## config.mk

```make
export PLATFORM = sky130hd
export DESIGN_NAME = serial_mouse_report_engine_top
export DESIGN_NICKNAME = d
export VERILOG_FILES = /design/src/hw/rtl/smre_pkg.sv /design/src/hw/rtl/smre_front.sv /design/src/hw/rtl/smre_job_fifo.sv /design/src/hw/rtl/smre_back.sv /design/src/hw/rtl/serial_mouse_report_engine_top.sv
export SDC_FILE = /design/constraint.sdc
export NUM_CORES = 1
export LEC_CHECK = 0
export BUFFER_PORTS_ARGS = -buffer_cell sky130_fd_sc_hd__buf_2
export CAP_MARGIN = 20
export CORE_ASPECT_RATIO = 0.5
export CORE_MARGIN = 5
export CORE_UTILIZATION = 49
export CTS_BUF_LIST = sky130_fd_sc_hd__clkbuf_4 sky130_fd_sc_hd__clkbuf_8
export CTS_CLUSTER_DIAMETER = 50
export DETAILED_ROUTE_END_ITERATION = 12
export GPL_TIMING_DRIVEN = 1
export PLACE_DENSITY = 0.85
export REMOVE_ABC_BUFFERS = 1
export SETUP_SLACK_MARGIN = 0.4
export SYNTH_ARGS = -nofsm -noshare
export SYNTH_HDL_FRONTEND = slang
export SYNTH_SLANG_ARGS = --single-unit
```

## constraint.sdc

```tcl
create_clock -name clk_i -period 3 [get_ports clk_i]
set_clock_uncertainty 0.1 [all_clocks]
set_input_delay 0.3 -clock clk_i [delete_from_list [all_inputs] [get_ports clk_i]]
set_output_delay 0.3 -clock clk_i [all_outputs]
set_load 0.02 [all_outputs]
```

## src/hw/rtl/smre_pkg.sv

```systemverilog
// Shared types and constants for the serial mouse report engine.
// No dependencies; used by every module of the block.
`default_nettype none

package smre_pkg;

  // Item kinds
  typedef enum logic [1:0] {
    OP_CMD    = 2'd0,
    OP_MOTION = 2'd1,
    OP_BUTTON = 2'd2
  } op_e;

  // Host command bytes
  localparam logic [7:0] CMD_SELF_TEST = 8'h54;  // 'T'
  localparam logic [7:0] CMD_INCR_ON   = 8'h52;  // 'R'
  localparam logic [7:0] CMD_PROMPT    = 8'h50;  // 'P'

  // Button ids
  localparam logic [1:0] BTN_LEFT   = 2'd0;
  localparam logic [1:0] BTN_MIDDLE = 2'd1;
  localparam logic [1:0] BTN_RIGHT  = 2'd2;

  // Report header bits
  localparam logic [7:0] HDR_BASE   = 8'h80;
  localparam logic [7:0] HDR_DX_POS = 8'h10;
  localparam logic [7:0] HDR_DY_NEG = 8'h08;
  localparam logic [2:0] BIT_LEFT   = 3'h4;
  localparam logic [2:0] BIT_MIDDLE = 3'h2;
  localparam logic [2:0] BIT_RIGHT  = 3'h1;

  localparam logic [6:0] MAX_MOVE = 7'h7f;

  // Self-test reply bytes
  localparam logic [7:0] ST_BYTE0 = 8'h00;
  localparam logic [7:0] ST_BYTE1 = 8'h02;
  localparam logic [7:0] ST_BYTE2 = 8'h00;
  localparam logic [7:0] ST_BYTE3 = 8'h00;

  // One input request
  typedef struct packed {
    op_e                opcode;
    logic [7:0]         rx_byte;
    logic signed [15:0] move_dx;
    logic signed [15:0] move_dy;
    logic [1:0]         button_id;
    logic               pressed;
    logic               tx_room;
  } in_item_t;

  // One result byte
  typedef struct packed {
    logic [7:0] tx_byte;
    logic       last_byte;
  } out_item_t;

  // Reply run queued between front and back
  typedef struct packed {
    logic [3:0][7:0] bytes;
    logic            four;  // four bytes, else three
  } job_t;

  // Head of the job queue as seen by the back end
  typedef struct packed {
    logic empty;
    job_t job;
  } head_t;

endpackage

`default_nettype wire

```

## src/hw/rtl/smre_front.sv

```systemverilog
// Front end: takes requests, keeps mode and button state, builds reply runs.
// Depends on smre_pkg.
`default_nettype none

module smre_front (
  input  wire logic             clk_i,
  input  wire logic             rst_ni,
  input  wire logic             req_i,
  input  wire smre_pkg::in_item_t item_i,
  output logic                  job_valid_o,
  output smre_pkg::job_t        job_o
);

  logic [2:0] buttons_q, buttons_d;
  logic       incr_q, incr_d;
  logic [2:0] btn_mask;
  logic [2:0] hdr_buttons;
  logic [6:0] mag_x, mag_y;
  logic [7:0] rpt_hdr;

  // Saturated magnitude of a 16-bit two's complement value
  function automatic logic [6:0] sat_mag(input logic [15:0] v);
    logic [15:0] neg_v;
    neg_v = 16'd0 - v;
    if (v[15]) begin
      sat_mag = (v >= 16'hff81) ? neg_v[6:0] : smre_pkg::MAX_MOVE;
    end else begin
      sat_mag = (v > 16'h007f) ? smre_pkg::MAX_MOVE : v[6:0];
    end
  endfunction

  // Button bit selected by the request
  always_comb begin
    unique case (item_i.button_id)
      smre_pkg::BTN_LEFT:   btn_mask = smre_pkg::BIT_LEFT;
      smre_pkg::BTN_MIDDLE: btn_mask = smre_pkg::BIT_MIDDLE;
      smre_pkg::BTN_RIGHT:  btn_mask = smre_pkg::BIT_RIGHT;
      default:              btn_mask = 3'd0;
    endcase
  end

  // Motion report fields; a button event reports zero motion
  always_comb begin
    if (item_i.opcode == smre_pkg::OP_MOTION) begin
      mag_x   = sat_mag(item_i.move_dx);
      mag_y   = sat_mag(item_i.move_dy);
      rpt_hdr = smre_pkg::HDR_BASE | {5'd0, buttons_q}
              | (item_i.move_dx[15] ? 8'd0 : smre_pkg::HDR_DX_POS)
              | (item_i.move_dy[15] ? smre_pkg::HDR_DY_NEG : 8'd0);
    end else begin
      mag_x   = 7'd0;
      mag_y   = 7'd0;
      hdr_buttons = 3'd0;
      rpt_hdr = smre_pkg::HDR_BASE | {5'd0, buttons_d} | smre_pkg::HDR_DX_POS;
    end
    hdr_buttons = buttons_d;
  end

  // Decode request, update state, build reply
  always_comb begin
    buttons_d   = buttons_q;
    incr_d      = incr_q;
    job_valid_o = 1'b0;
    job_o.bytes = {rpt_hdr, 1'b0, mag_x, 1'b0, mag_y, 8'd0};
    job_o.four  = 1'b0;
    unique case (item_i.opcode)
      smre_pkg::OP_CMD: begin
        if (item_i.rx_byte == smre_pkg::CMD_SELF_TEST) begin
          job_valid_o = 1'b1;
          job_o.bytes = {smre_pkg::ST_BYTE0, smre_pkg::ST_BYTE1,
                         smre_pkg::ST_BYTE2, smre_pkg::ST_BYTE3};
          job_o.four  = 1'b1;
        end else if (item_i.rx_byte == smre_pkg::CMD_INCR_ON) begin
          incr_d = 1'b1;
        end else if (item_i.rx_byte == smre_pkg::CMD_PROMPT) begin
          incr_d      = 1'b0;
          job_valid_o = item_i.tx_room;
          job_o.bytes = {smre_pkg::HDR_BASE | {5'd0, hdr_buttons}, 8'd0, 8'd0, 8'd0};
        end
      end
      smre_pkg::OP_MOTION: begin
        job_valid_o = incr_q & item_i.tx_room;
      end
      smre_pkg::OP_BUTTON: begin
        buttons_d   = item_i.pressed ? (buttons_q | btn_mask) : (buttons_q & ~btn_mask);
        job_valid_o = incr_q & item_i.tx_room;
      end
      default: ;
    endcase
    if (!req_i) begin
      buttons_d   = buttons_q;
      incr_d      = incr_q;
      job_valid_o = 1'b0;
    end
  end

  // Mode and button state
  always_ff @(posedge clk_i or negedge rst_ni) begin
    if (!rst_ni) begin
      buttons_q <= 3'd0;
      incr_q    <= 1'b0;
    end else begin
      buttons_q <= buttons_d;
      incr_q    <= incr_d;
    end
  end

endmodule

`default_nettype wire

```

## src/hw/rtl/smre_job_fifo.sv

```systemverilog
// Small queue of reply runs between the front and back ends.
// Depends on smre_pkg.
`default_nettype none

module smre_job_fifo #(
  parameter int unsigned Depth = 2
) (
  input  wire logic           clk_i,
  input  wire logic           rst_ni,
  input  wire logic           wr_i,
  input  wire smre_pkg::job_t wr_job_i,
  output logic                full_o,
  input  wire logic           rd_i,
  output smre_pkg::head_t     head_o
);

  localparam int unsigned PtrW = (Depth > 1) ? $clog2(Depth) : 1;
  localparam int unsigned CntW = $clog2(Depth + 1);
  localparam logic [PtrW-1:0] LastPtr = PtrW'(Depth - 1);
  localparam logic [CntW-1:0] FullCnt = CntW'(Depth);

  smre_pkg::job_t  mem_q [Depth];
  logic [PtrW-1:0] wr_ptr_q, rd_ptr_q;
  logic [CntW-1:0] cnt_q;
  logic            do_wr, do_rd;

  assign full_o       = (cnt_q == FullCnt);
  assign head_o.empty = (cnt_q == '0);
  assign head_o.job   = mem_q[rd_ptr_q];
  assign do_wr        = wr_i & ~full_o;
  assign do_rd        = rd_i & ~head_o.empty;

  // Storage
  always_ff @(posedge clk_i) begin
    if (do_wr) begin
      mem_q[wr_ptr_q] <= wr_job_i;
    end
  end

  // Pointers and fill count
  always_ff @(posedge clk_i or negedge rst_ni) begin
    if (!rst_ni) begin
      wr_ptr_q <= '0;
      rd_ptr_q <= '0;
      cnt_q    <= '0;
    end else begin
      if (do_wr) begin
        wr_ptr_q <= (wr_ptr_q == LastPtr) ? '0 : wr_ptr_q + 1'b1;
      end
      if (do_rd) begin
        rd_ptr_q <= (rd_ptr_q == LastPtr) ? '0 : rd_ptr_q + 1'b1;
      end
      if (do_wr && !do_rd) begin
        cnt_q <= cnt_q + 1'b1;
      end else if (do_rd && !do_wr) begin
        cnt_q <= cnt_q - 1'b1;
      end
    end
  end

endmodule

`default_nettype wire

```

## src/hw/rtl/smre_back.sv

```systemverilog
// Back end: walks the head reply run one byte per pop, flags the last byte.
// Depends on smre_pkg.
`default_nettype none

module smre_back (
  input  wire logic            clk_i,
  input  wire logic            rst_ni,
  input  wire smre_pkg::head_t head_i,
  output logic                 rd_o,
  input  wire logic            pop,
  output logic                 empty,
  output smre_pkg::out_item_t  result_o
);

  logic [1:0] idx_q;
  logic       is_last;

  assign empty              = head_i.empty;
  assign is_last            = (idx_q == (head_i.job.four ? 2'd3 : 2'd2));
  assign result_o.tx_byte   = head_i.job.bytes[2'd3 - idx_q];
  assign result_o.last_byte = is_last;
  assign rd_o               = pop & ~head_i.empty & is_last;

  // Byte index within the run
  always_ff @(posedge clk_i or negedge rst_ni) begin
    if (!rst_ni) begin
      idx_q <= 2'd0;
    end else if (pop && !head_i.empty) begin
      idx_q <= is_last ? 2'd0 : idx_q + 2'd1;
    end
  end

endmodule

`default_nettype wire

```

## src/hw/rtl/serial_mouse_report_engine_top.sv

```systemverilog
// Serial mouse report engine, top level.
// Depends on smre_pkg, smre_front, smre_job_fifo, smre_back.
//
// Input channel (push/full): host command bytes, motion events and button
// events. A request is taken whenever full is low; the front end updates the
// mode and button state in that cycle and queues a reply run of 3 or 4 bytes,
// or nothing. While full is high every request waits, including one that
// replies nothing.
// Result channel (empty/pop): one byte per pop, the oldest byte shown
// while empty is low, last_byte marking the end of each run.
// A reply run is registered in the job queue and shows its first byte once
// the runs ahead of it are out. The output port gives one result byte per
// cycle while pop is high and empty is low, and it is what limits the rate.
// Up to FifoDepth replies are held while the receiver stalls; full rises when
// they are all occupied, and requests then wait.
// Reset clears the button bits, turns incremental mode off and empties the
// queue; full is then low, so requests are taken as soon as reset is released.
`default_nettype none

module serial_mouse_report_engine_top #(
  parameter int unsigned FifoDepth = 2
) (
  input  wire logic                clk_i,
  input  wire logic                rst_ni,
  input  wire logic                push,
  output logic                     full,
  input  wire smre_pkg::in_item_t  item_i,
  output logic                     empty,
  input  wire logic                pop,
  output smre_pkg::out_item_t      result_o
);

  logic            req;
  logic            job_valid;
  smre_pkg::job_t  job;
  smre_pkg::head_t head;
  logic            rd;

  assign req = push & ~full;

  smre_front u_front (
    .clk_i       (clk_i),
    .rst_ni      (rst_ni),
    .req_i       (req),
    .item_i      (item_i),
    .job_valid_o (job_valid),
    .job_o       (job)
  );

  smre_job_fifo #(
    .Depth (FifoDepth)
  ) u_fifo (
    .clk_i    (clk_i),
    .rst_ni   (rst_ni),
    .wr_i     (job_valid),
    .wr_job_i (job),
    .full_o   (full),
    .rd_i     (rd),
    .head_o   (head)
  );

  smre_back u_back (
    .clk_i    (clk_i),
    .rst_ni   (rst_ni),
    .head_i   (head),
    .rd_o     (rd),
    .pop      (pop),
    .empty    (empty),
    .result_o (result_o)
  );

endmodule

`default_nettype wire

```

* Yosys cells after proc, flatten, opt, wreduce, memory -nomap -nowiden *
Memories as Yosys holds them, arrays and structs flattened.
Index checks and enable logic that the tools add are counted.

storage, ports and cells
  bits in writable memories = 66
  output and inout bits = 11
  memories kept = 1
  word-level logic and storage cells = 93
  register bits = 10
  input bits = 50

memories
  memory        depth  bits a word  rd ports  clocked after memory_dff  write ports  line                 text
  u_fifo.mem_q  2      33           1         0                         1            smre_job_fifo.sv:22  smre_pkg::job_t mem_q [Depth];

cells by class
  $lt $le $gt $ge = 5
  bitwise gates (word level) = 14
  reductions and logical operators = 13
  mux-type cells = 37
  add/subtract/negate cells = 8
  equality and inequality tests = 9

operators with widths
  cell                  count
  $mux 32               3
  $mux 7                8
  $mux 33               1
  $ge 16x16->1 const B  2
  $gt 16x7->1 const B   2
  $eq 8x7->1 const B    3
  $bmux 8 s2            1
  $mux 8                2
  $or 8x8->8            2
  $sub 1x7->7 const A   2
  $mux 1                12
  $mux 3                3
  $pmux 3 s3            1
  $and 1x1->1           6
  $eq 2x2->1 const B    3
  $logic_not 2->1       3
  $mux 2                3
  $mux 5                1
  $add 2x1->2 const B   2
  $eq 2x1->1 const B    2
  $mux 4                1
  $reduce_and 4->1      1
  $reduce_bool 2->1     2
  $and 3x3->3           1
  other kinds (12)      19

* Logic depth before layout (Yosys ltp) *
Gate-level depths: netlist of run 1.

  depth in word-level cells = 12
  mapped depth = 9

* By module *
Synthesis of run 1 repeated with hierarchy kept, for this count alone.

unflattened totals
  cell total of the unflattened synthesis = 306
  area total of the unflattened synthesis = 4,171.5 um2

modules (own cells, without submodules)
  module                          cells an instance  area an instance (um2)  times used
  smre_job_fifo                   122                2,730.1                 1
  smre_front                      156                1,083.5                 1
  smre_back                       27                 344.1                   1
  serial_mouse_report_engine_top  1                  13.8                    1

* Worst setup path before layout of run 1 *
No wires, ideal clock.

  path type = input port to flip-flop
  start point = in item_i[44] in the netlist's numbering
  end point = mem u_fifo.mem_q[0][0] in the netlist's numbering (enable)
  cell stages on the path = 6
  setup slack = 206 ps
  data arrival time = 2,293 ps
  buffers on the path = 0
  data required time = 2,499 ps
  setup time = 401 ps
  cell sequence = inv_1 ha_1 and4bb_1 a31oi_1 nor4_4 nor2b_1

between the ends
  longest elaborated chain between the ends = 7
  elaborated cells on any way between the ends = 9

RTL lines
  item                                             line                                  text
  start, declared                                  serial_mouse_report_engine_top.sv:27  input wire smre_pkg::in_item_t item_i,
  $eq 2x2->1 / $eq 2x1->1 (equally long branches)  smre_front.sv:66                      unique case (item_i.opcode)
  $reduce_or 2->1 (no line)                        -
  $pmux 1 s2 *                                     smre_front.sv:66
  $mux 1 *                                         smre_front.sv:90                      if (!req_i) begin
  $and 1x1->1 *                                    smre_job_fifo.sv:30                   assign do_wr = wr_i & ~full_o;
  named net u_fifo.do_wr                           smre_job_fifo.sv:25                   logic do_wr, do_rd;
  $mux 1 *                                         smre_job_fifo.sv:35                   if (do_wr) begin
  $mux 1 (not written as such) *                   smre_job_fifo.sv:36                   mem_q[wr_ptr_q] <= wr_job_i;
  end, declared                                    smre_job_fifo.sv:22

The timed path passes the listed nets; every way through them passes the cells marked *.

==> results.md, run 1 <==
- YS warnings: 0
- Unique cell type count in the Yosys netlist: between 50 and 60
- Min Hold Slack: between 0.15 and 0.2 ns
- Number of maximum-capacitance violations: 0
- Most frequent cells in the layout: 60 x sky130_fd_sc_hd__buf_2, 42 x sky130_fd_sc_hd__edfxtp_1, 17 x sky130_fd_sc_hd__inv_1, 15 x sky130_fd_sc_hd__o21ai_0
- Per-cell via count in the routed design: 6.03
- Post-layout net count: around 380
- Sequential-to-total area share from yosys stat: 0.508
- Share of async-settable or async-resettable flops after synthesis: 0.192
- Global route overflow: 0
- Element type at the critical path start: flop
- # port buffers: 60
- CTS Buffer Depth: 2
- Post-route minimum period: between 2 and 2.5 ns
- Total number of placement rows: 20
- Proportion of layout cells with a drive suffix above 1: 0.292
- Top cell type's share of synthesized area: 0.424
- Number of buffers added by the clock tree synthesis step: 5
- Floorplan die area: 0.00783 sq mm
- Root Driver: sky130_fd_sc_hd__clkbuf_8
- Tcrit/Tclk final: 0.771
- Number of max-slew violations in the final report: 0
- Vias in the first global route: 2309
- Hold Fails Final Rpt: 0
- Class of the tightest hold or removal check: in -> reg
- Number of DRC violations after detailed-routing iteration 0: between 300 and 400
- Biggest area consumer among synthesized cells: sky130_fd_sc_hd__edfxtp_1
- Commonest register cell after synthesis: sky130_fd_sc_hd__edfxtp_1
- Number of setup buffers added after CTS: 0
- Highest net fanout along the worst path: 20
- Pre-antenna DRT Iters: 6
- Cell area power density: about 520 mW/mm^2
- Detailed Route WL: approximately 6800 um
- Path type of the worst setup path: reg -> out
- Number of antenna violations at the first check in global routing: 0
- Synth-to-Final Area Change: 16.2%
- Flip-flop and latch count after synthesis: 52
- Top area cells in the synthesized netlist: sky130_fd_sc_hd__edfxtp_1 42%, sky130_fd_sc_hd__dfrtp_1 8.4%, sky130_fd_sc_hd__ha_1 4.6%, sky130_fd_sc_hd__mux2i_1 4.0%, sky130_fd_sc_hd__mux4_2 3.8%
- Die width: around 120 um
- Residual antenna-violating net count after detailed routing: 0
- Maximum number of pins on one net before global-route repair: 22
- All-layer global routing usage: 0.178
- Critical Path End Type: primary output
- Outcome: finished clean
- Highest ir drop seen on vdd: between 0.2 and 0.25 mV
- Data required, critical path: about 2.6 ns
- CP arrival: about 1.9 ns
- Total number of vias: around 2400
- Setup repair after global routing missed its margin: no
- CTS tree: done
- Average wire length per cell after detail routing: 17.3 um
- Leak Pwr: 1.40 nW
- Number of H-tree levels: 2
- Mapped cell area: between 0.002 and 0.003 sq mm
- Y dimension of the die: 65.1 um
- Effective utilization at floorplan: 0.497
- Upper clock frequency limit: around 0.43 GHz
- Placeable core region: 0.00598 sq mm
- Top-level port count: 61
- CTS clk-pin slew, worst paths: 0.09 ns
- Final sum of negative setup slack: 0 ns
- Number of cells produced by synthesis: about 260
- Filler Cells Inserted: 470
- Ant. Diodes: 0
- Slew HR: 0.389
- Number of clock sinks: 52
- Weighted congestion reported at the end of routability-driven placement: approximately 0.8
- Endpoints failing setup: 0
- Mean cell area of the mapped netlist: ~12 sq um
- Half-perimeter wire length after detailed placement: about 5300 um
- Number of DRC violations after detailed routing: 0
- Post-synth EDFFs: 42
- Insertion delay to the later sink of the worst-skew pair: around 0.30 ns
- Slew at the pin closest to its max-slew limit: between 0.9 and 1 ns
- Global-route wire length before repair: between 10000 and 15000 um
- Most common cell after layout, fill and taps aside: sky130_fd_sc_hd__buf_2
==> critical path: stages, from the launching register on <==
cell and delay, ns:
sky130_fd_sc_hd__dfrtp_1 0.39, sky130_fd_sc_hd__buf_4 0.32, sky130_fd_sc_hd__mux4_2 0.57, sky130_fd_sc_hd__inv_1 0.07, sky130_fd_sc_hd__o22ai_1 0.07, sky130_fd_sc_hd__buf_2 0.18
==> final timing paths <==
check | startpoint | end | slack (ns) | cells after the start
max reg2reg | u_fifo.cnt_q[0] | u_fifo.mem_q[1][25] | 0.94 | 4
max | u_fifo.rd_ptr_q | result_o[4] | 0.69 | 5
min in group asynchronous | rst_ni | u_back.idx_q[0] | 0.28 | 2
min reg2reg | u_fifo.wr_ptr_q | u_fifo.wr_ptr_q | 0.40 | 1
min | item_i[37] | u_front.incr_q | 0.16 | 2
max in group asynchronous | rst_ni | u_front.buttons_q[2] | 2.33 | 2
==> sequential cells by signal (all words and copies together) (netlist names) <==
| register | count |
|---|---|
| u_fifo.rd_ptr_q | 1 |
| u_front.incr_q | 1 |
| u_fifo.cnt_q | 2 |
| u_back.idx_q | 2 |
| u_fifo.mem_q | 42 |
| u_front.buttons_q | 3 |
| u_fifo.wr_ptr_q | 1 |
==> power breakdown <==
part           leakage [nW]  total [W]  switching, W  internal [W]
combinational         0.832   0.000505      0.000290      0.000216
clock                0.0479   0.000379      0.000216      0.000163
sequential            0.517   0.000899     0.0000798      0.000819
==> kinds of logic after synthesis <==
family                   after synthesis  share of synthesized area
buffers and inverters                 26                     0.0357
AND/OR/NAND/NOR                       82                      0.167
XOR/XNOR                               5                     0.0147
adder cells (fa/ha/maj)               11                     0.0463
AO/OA/AOI/OAI                         57                      0.131
flip-flops                            52                      0.508
multiplexers                          22                     0.0971
==> cell usage after synthesis (6+ instances only) <==
master,n
sky130_fd_sc_hd__edfxtp_1,42
sky130_fd_sc_hd__inv_1,17
sky130_fd_sc_hd__o21ai_0,15
sky130_fd_sc_hd__nand2_1,13
sky130_fd_sc_hd__nor3_1,13
sky130_fd_sc_hd__mux2i_1,12
sky130_fd_sc_hd__ha_1,11
sky130_fd_sc_hd__dfrtp_1,10
sky130_fd_sc_hd__nor2_1,10
sky130_fd_sc_hd__o22ai_1,8
sky130_fd_sc_hd__a31oi_1,7
sky130_fd_sc_hd__nand3_1,7
sky130_fd_sc_hd__a21oi_1,6
==> through the flow <==
| stage | area, sq um | util | cells | setup slack (ns) | total power, W |
|---|---|---|---|---|---|
| global route | 3460 | 0.578 | 396 | 0.581 | 0.00189 |
| finish | 3460 | 0.578 | 396 | 0.687 | 0.00178 |
| detailed placement | 3360 | 0.562 | 387 | 0.554 | 0.00142 |
| floorplan | 2930 | - | 246 | 0.206 | 0.00122 |
| global placement | 3360 | 0.562 | 387 | 0.669 | 0.00139 |
| CTS | 3460 | 0.578 | 396 | 0.676 | 0.00179 |
==> metal layers <==
metal	routed length [um]	up-vias	track usage
met3	407	10	0.0241
met2	3520	110	0.319
met5	0	-	0
met1	2820	1158	0.231
li1	-	1109	-
met4	76	0	0.0442
==> final cells by class <==
class	count	area [sq um]	share of cell area
well taps	77	96.3	0.0279
clock inverters	3	18.8	0.00543
flip-flops and latches	52	1510	0.437
inverters	17	63.8	0.0185
clock buffers	5	68.8	0.0199
multi-input cells	177	1360	0.393
repair buffers	65	340	0.0984
==> timing repair <==
action                                  4_1_cts  5_1_grt
resized for setup                             0        0
endpoints found under the setup margin        0        0
hold buffers                                  1        0
endpoints found under the hold margin        10        0
(Power assumes the default switching activity.)
==> run 2: changes to the inputs <==
- PLACE_DENSITY: 0.85 -> 0.87
- clock period: 3 -> 1.9 ns (I/O delays scaled with it)
==> results.md, run 2 (synthesis results as in run 1) <==
- Slew at the pin closest to its max-slew limit: 0.621 ns (-0.289 ns)
- Cell area reported after detailed placement: 0.00355 sq mm (+5.7%)
- Ant. Diodes: 0 (unchanged)
- Detailed Route WL: 11900 um (+74%)
- Beginning of the worst hold path: item_i[37]
- Total number of placement rows: 20 (unchanged)
- Launching point of the worst reg2reg path: u_fifo.rd_ptr_q
- Leak Pwr: 1.88 nW (+35%)
- Number of DRC violations after detailed routing: 0 (unchanged)
- Worst slack at placement: -0.325 ns (-0.879 ns)
- Number of clock sinks: 52 (unchanged)
- Top-level port count: 61 (unchanged)
- Floorplan die area: 0.00783 sq mm (unchanged)
- Proportion of layout cells with a drive suffix above 1: 0.612 (+0.321)
- Number of H-tree levels: 2 (unchanged)
- Final Util: 0.801 (+0.223)
- Placeable core region: 0.00598 sq mm (unchanged)
- Power, Total: 0.00363 W (+100%)
- Number of DRC violations after detailed-routing iteration 0: 460 (+34%)
- Total number of vias: 2989 (+25%)
- Synth-to-Final Area Change: 60.9%
- Slew HR: 0.583 (+0.194)
- CTS tree: done
- Number of buffers added by the clock tree synthesis step: 5 (unchanged)
- Highest net fanout along the worst path: 9 (-55%)
- Average wire length per cell after detail routing: 26.1 um (+51%)
- Outcome: complete, but fails checks
- Cell area power density: 757 mW/mm^2 (+47%)
- Number of max-slew violations in the final report: 0 (unchanged)
- Global-route wire length before repair: 15200 um (+36%)
- Final std cell area, no fill: 0.00479 sq mm (+39%)
- Hold Fails Final Rpt: 0 (unchanged)
- Vias in the first global route: 2798 (+21%)
- FF-to-FF setup slack: -0.14 ns (-1.08 ns)
- Half-perimeter wire length after detailed placement: 5560 um (+5.5%)
- Most frequent cells in the layout: 42 x sky130_fd_sc_hd__buf_2, 42 x sky130_fd_sc_hd__edfxtp_1, 38 x sky130_fd_sc_hd__buf_4, 27 x sky130_fd_sc_hd__buf_6, 11 x sky130_fd_sc_hd__nand2_1
- Endpoints failing setup: 29 (+29)
- Worst setup slack after layout: -0.168 ns (-0.854 ns)
- Data required, critical path: 1.61 ns (-0.99 ns)
- Final sum of negative setup slack: -2.86 ns (-2.86 ns)
- Post-layout net count: 439 (+16%)
- Violated checks: setup timing
- Largest register by flop count: u_fifo.mem_q
- Root Driver: sky130_fd_sc_hd__clkbuf_8
- Effective utilization at floorplan: 0.497 (unchanged)
- Number of maximum-capacitance violations: 0 (unchanged)
- Weighted congestion reported at the end of routability-driven placement: 0.883 (+8.7%)
- Global route overflow: 0 (unchanged)
- Path type of the worst setup path: reg -> out
- CTS clk-pin slew, worst paths: 0.10 ns (about the same)
- Highest ir drop seen on vdd: 0.401 mV (+84%)
- Tcrit/Tclk final: 1.09
- Element type at the critical path start: flop
- Post-route minimum period: 2.07 ns
- Pre-antenna DRT Iters: 5 (-1)
- CP arrival: 1.78 ns (-0.13 ns)
- Insertion delay to the later sink of the worst-skew pair: 0.31 ns (about the same)
- Number of antenna violations at the first check in global routing: 0 (unchanged)
- Per-cell via count in the routed design: 6.55 (+8.7%)
- Setup repair after global routing missed its margin: yes
- Class of the tightest hold or removal check: in -> reg
- Die width: 120 um (unchanged)
- CTS Buffer Depth: 2 (unchanged)
- Upper clock frequency limit: a little under 0.5 GHz
- # port buffers: 60 (unchanged)
- Residual antenna-violating net count after detailed routing: 0 (unchanged)
- Y dimension of the die: 65.1 um (unchanged)
- All-layer global routing usage: 0.256 (+0.0787)
- Maximum number of pins on one net before global-route repair: 22 (unchanged)
- Largest register FFs: 42 (unchanged)
- Critical Path End Type: primary output
- Largest regs: u_fifo.mem_q: 42 flops, u_front.buttons_q: 3 flops
- Startpoint of the most critical setup path: u_fifo.rd_ptr_q
run 2: cell types whose count changed in the layout (fill, tap and decap cells not counted), moves of 5 or more:
cell                      before  now
sky130_fd_sc_hd__a31oi_1       7    2
sky130_fd_sc_hd__buf_12        0    5
sky130_fd_sc_hd__buf_2        60   42
sky130_fd_sc_hd__buf_4         4   38
sky130_fd_sc_hd__buf_6         0   27
sky130_fd_sc_hd__buf_8         0    5
sky130_fd_sc_hd__inv_1        17    8
sky130_fd_sc_hd__inv_2         0    7
sky130_fd_sc_hd__nor3_1       13    8
sky130_fd_sc_hd__o21ai_0      15    5
sky130_fd_sc_hd__o21ai_2       0    5
sky130_fd_sc_hd__o21ai_4       0    5
sky130_fd_sc_hd__o22ai_1       8    1
sky130_fd_sc_hd__o22ai_2       0    7
run 2: where the power goes:
group / internal, W / switching, W / leakage [nW]
combinational: 0.000750 / 0.000840 / 1.32
sequential: 0.00130 / 0.0000681 / 0.516
clock: 0.000277 / 0.000394 / 0.0448
run 2: critical path, stage by stage (launching register included):
cell                      delay, ns
sky130_fd_sc_hd__dfrtp_1       0.39
sky130_fd_sc_hd__buf_4         0.16
sky130_fd_sc_hd__buf_6         0.13
sky130_fd_sc_hd__buf_8         0.16
sky130_fd_sc_hd__mux2i_1       0.27
sky130_fd_sc_hd__o22ai_1       0.16
sky130_fd_sc_hd__buf_4         0.19
run 2: layout make-up:
class                   instances  area [sq um]
fillers                       282          1190
repair buffers                125          1130
flip-flops and latches         52          1510
clock buffers                   6          76.3
well taps                      77          96.3
clock inverters                 2          16.3
multi-input cells             177          1880
inverters                      17          73.8
run 2: path summary, 6_finish.rpt:
check	endpoint	cells past startpoint
worst max-delay path	result_o[7]	6
worst max register to register	u_fifo.cnt_q[1]	9
max in group asynchronous	u_back.idx_q[1]	2
worst min-delay path	u_front.incr_q	2
worst min register to register	u_front.buttons_q[0]	1
min in group asynchronous	u_fifo.cnt_q[0]	2
run 2: stage by stage:
step,hold slack [ns],instances
6_report,0.0795,456
3_3_place_gp,-0.0412,409
2_1_floorplan,-0.206,246
3_5_place_dp,-0.0392,409
5_1_grt,0.0713,456
4_1_cts,0.0366,436
run 2: layer usage:
layer,routed length [um],share of wire,GRT usage
met1,4630,0.39,0.329
met2,5420,0.46,0.447
met3,1290,0.11,0.0413
met5,0,0,0
met4,550,0.046,0.0927
run 2: repair_timing:
action | CTS | global route
gates cloned | 4 | 3
endpoints found under the setup margin | 91 | 92
pin swaps | 16 | 22
endpoints found under the hold margin | 10 | 0
setup buffers | 14 | 17
hold buffers | 1 | 0
resized for setup | 81 | 93
==> run 3: changes to the inputs <==
- ABC_AREA: unset -> 1
==> results.md, run 3 <==
- Top-level port count: 61 (unchanged)
- Top cell type's share of synthesized area: 0.418 (-0.00580)
- Non-filler cells, final: 560 (+23%)
- Biggest area consumer among synthesized cells: sky130_fd_sc_hd__edfxtp_1
- Largest register FFs: 42 (unchanged)
- Slew at the pin closest to its max-slew limit: 0.427 ns (-0.194 ns)
- Post-placement cell count: 504 (+23%)
- Part of the total power dissipated in sequential elements: 0.277 (-0.099)
- CTS tree: done
- Flip-flop and latch count after synthesis: 52 (unchanged)
- Post-synth EDFFs: 42 (unchanged)
- Residual antenna-violating net count after detailed routing: 0 (unchanged)
- Path type of the worst setup path: reg -> out
- Unique cell type count in the Yosys netlist: 35 (-33%)
- Number of maximum-capacitance violations: 0 (unchanged)
- FF-to-FF setup slack: -0.14 ns (about the same)
- Weighted congestion reported at the end of routability-driven placement: 0.917 (+3.9%)
- YS warnings: 0 (unchanged)
- Final Util: 0.761 (-0.0398)
- Insertion delay to the later sink of the worst-skew pair: 0.32 ns (about the same)
- Average wire length per cell after detail routing: 24.4 um (-6.6%)
- Combinational share of power: 0.592 (+0.154)
- Die width: 121 um (+0.64%)
- Effective utilization at floorplan: 0.500 (+0.00272)
- Number of cells produced by synthesis: 349 (+37%)
- Leak Pwr: 2.03 nW (+7.5%)
- Sequential-to-total area share from yosys stat: 0.501 (-0.00695)
- CP arrival: 1.87 ns (+0.09 ns)
- Critical Path End Type: primary output
- Top area cells in the synthesized netlist: sky130_fd_sc_hd__edfxtp_1 42%, sky130_fd_sc_hd__nor2_1 8.6%, sky130_fd_sc_hd__dfrtp_1 8.3%, sky130_fd_sc_hd__o21ai_0 6.8%, sky130_fd_sc_hd__nand2_1 6.5%
- Switching fraction of total power: 0.431 (+0.0723)
- Class of the tightest hold or removal check: in -> reg
- Worst R2R Path Depth: 10 (+1)
- Number of buffers added by the clock tree synthesis step: 5 (unchanged)
- Cell area power density: 1140 mW/mm^2 (+50%)
- Upper clock frequency limit: 0.463 GHz (-4.2%)
- CTS clk-pin slew, worst paths: 0.11 ns (about the same)
- All-layer global routing usage: 0.276 (+0.0196)
- Most common cell after layout, fill and taps aside: sky130_fd_sc_hd__nor2_1
- Floorplan die area: 0.00792 sq mm (+1.2%)
- Data required, critical path: 1.61 ns (about the same)
- Mapped cell area: 0.00302 sq mm (+1.4%)
- Total number of placement rows: 20 (unchanged)
- Detailed Route WL: 13600 um (+15%)
- Net switching power: 0.00225 W (+73%)
- Number of antenna violations at the first check in global routing: 1 (+1)
- Placeable core region: 0.00603 sq mm (+0.84%)
- Most frequent cells in the layout: 53 x sky130_fd_sc_hd__nor2_1, 51 x sky130_fd_sc_hd__buf_2, 44 x sky130_fd_sc_hd__nand2_1, 42 x sky130_fd_sc_hd__edfxtp_1, 38 x sky130_fd_sc_hd__inv_1
- Share of async-settable or async-resettable flops after synthesis: 0.192 (unchanged)
- Hold Crit Depth: 4 (+2)
- Highest ir drop seen on vdd: 0.450 mV (+12%)
- Outcome: complete, but fails checks
- Global-route wire length before repair: 16600 um (+9.2%)
- Commonest register cell after synthesis: sky130_fd_sc_hd__edfxtp_1
- Launching point of the worst reg2reg path: u_fifo.cnt_q[1]
- Proportion of layout cells with a drive suffix above 1: 0.434 (-0.178)
- Largest regs: u_fifo.mem_q: 42 flops, u_front.buttons_q: 3 flops
- Hold Fails Final Rpt: 0 (unchanged)
- Final std cell area, no fill: 0.00459 sq mm (-4.2%)
- Slew HR: 0.712 (+0.129)
- Most repeated cell in the gate-level netlist after synthesis: sky130_fd_sc_hd__nor2_1
- Largest register by flop count: u_fifo.mem_q
- Vias in the first global route: 3144 (+12%)
- Cell area reported after detailed placement: 0.00353 sq mm (-0.56%)
- Setup repair after global routing missed its margin: yes
- Final sum of negative setup slack: -3.58 ns (-0.727 ns)
- Filler Cells Inserted: 305 (+8.2%)
- Ranking of synthesized cells by instance count: 69 x sky130_fd_sc_hd__nor2_1, 52 x sky130_fd_sc_hd__nand2_1, 45 x sky130_fd_sc_hd__inv_1
- Beginning of the worst hold path: item_i[36]
- Root Driver: sky130_fd_sc_hd__clkbuf_8
- Tcrit/Tclk final: 1.14 (+0.0477)
- Element type at the critical path start: flop
- Endpoints failing setup: 51 (+76%)
- Highest net fanout along the worst path: 5 (-4)
- Worst setup slack after layout: -0.258 ns (-0.0906 ns)
- Power Internal: 0.00297 W (+28%)
- Post-route minimum period: 2.16 ns (+0.0906 ns)
- Min Hold Slack: 0.0773 ns (-0.00227 ns)
- Number of DRC violations after detailed routing: 0 (unchanged)
- Pre-antenna DRT Iters: 13 (+8)
- Startpoint of the most critical setup path: u_fifo.rd_ptr_q
- Total number of vias: 3614 (+21%)
- Reg-to-Reg End: u_fifo.cnt_q[1]
- Y dimension of the die: 65.5 um (+0.58%)
- Post-layout net count: 532 (+21%)
- Violated checks: setup timing
- CTS Buffer Depth: 2 (unchanged)
- Number of H-tree levels: 2 (unchanged)
- Synth-to-Final Area Change: 52.1%
- Part of the total power dissipated in the clock network: 0.131 (-0.054)
- Number of clock sinks: 52 (unchanged)
- Maximum number of pins on one net before global-route repair: 18 (-18%)
- Global route overflow: 0 (unchanged)
- Destination of the worst hold path: u_front.incr_q
- Number of DRC violations after detailed-routing iteration 0: 710 (+54%)
- Per-cell via count in the routed design: 6.45 (-1.5%)
- # port buffers: 60 (unchanged)
- Half-perimeter wire length after detailed placement: 5200 um (-6.5%)
- Mean cell area of the mapped netlist: 8.64 sq um (-26%)
- Ant. Diodes: 0 (unchanged)
- Number of max-slew violations in the final report: 0 (unchanged)
==> run 3: worst max-delay path by stage <==
| stage | endpoint | slack (ns) | depth (start not counted) |
|---|---|---|---|
| after global placement | u_fifo.cnt_q[1] | 0.06 | 11 |
| final | result_o[1] | -0.26 | 8 |
| after detailed placement | u_fifo.cnt_q[1] | -0.05 | 11 |
| after global routing | result_o[1] | -0.25 | 8 |
| after floorplan | u_fifo.mem_q[1][0] | -0.46 | 6 |
| after CTS | result_o[4] | -0.02 | 8 |
==> run 3: metal layers <==
layer  track usage  part of all wire  vias to the layer above
met5             0            0.0011                        -
met4         0.124             0.099                        2
met3        0.0653              0.16                      167
met2         0.462              0.41                      434
met1         0.344              0.33                     1612
li1              -                 -                     1399
==> run 3: area by class of cell <==
class	instances	area [sq um]	area share
well taps	88	110	0.0240
clock inverters	3	21.3	0.00464
inverters	46	183	0.0398
clock buffers	5	68.8	0.0150
flip-flops and latches	52	1520	0.330
repair buffers	122	1120	0.245
multi-input cells	244	1570	0.341
==> run 3: cells by family after synthesis <==
kind of cell,count (synthesis),share of synthesized area
buffers and inverters,54,0.0738
flip-flops,52,0.501
AO/OA/AOI/OAI,59,0.106
AND/OR/NAND/NOR,161,0.238
XOR/XNOR,12,0.0348
adder cells (fa/ha/maj),11,0.0456
==> run 3: stage by stage <==
| step | setup WS, ns | power [W] |
|---|---|---|
| floorplan | -0.464 | 0.00231 |
| finish | -0.258 | 0.00522 |
| global placement | 0.0578 | 0.00288 |
| global route | -0.246 | 0.00534 |
| detailed placement | -0.0539 | 0.00294 |
| CTS | -0.0205 | 0.00439 |
==> run 3: repair_timing <==
action,CTS,global route
endpoints found under the setup margin,60,94
pin swaps,23,21
setup buffers,26,11
resized for setup,85,56
endpoints found under the hold margin,10,0
hold buffers,1,0
gates cloned,8,2
==> run 3: power groups by stage <==
stage,combinational [W],clock [W],sequential (W)
global route,0.00317,0.000723,0.00145
floorplan,0.000859,0,0.00145
global placement,0.00145,0,0.00144
finish,0.00309,0.000686,0.00145
detailed placement,0.00150,0,0.00144
CTS,0.00234,0.000644,0.00141
==> run 3: critical path, cell delays in order (launching register included) <==
cell and delay [ns]:
sky130_fd_sc_hd__dfrtp_2 0.44, sky130_fd_sc_hd__buf_6 0.14, sky130_fd_sc_hd__buf_12 0.13, sky130_fd_sc_hd__buf_12 0.14, sky130_fd_sc_hd__o21ai_4 0.19, sky130_fd_sc_hd__o22ai_2 0.12, sky130_fd_sc_hd__nand2_1 0.12, sky130_fd_sc_hd__o21ai_1 0.09
sky130_fd_sc_hd__buf_4 0.17
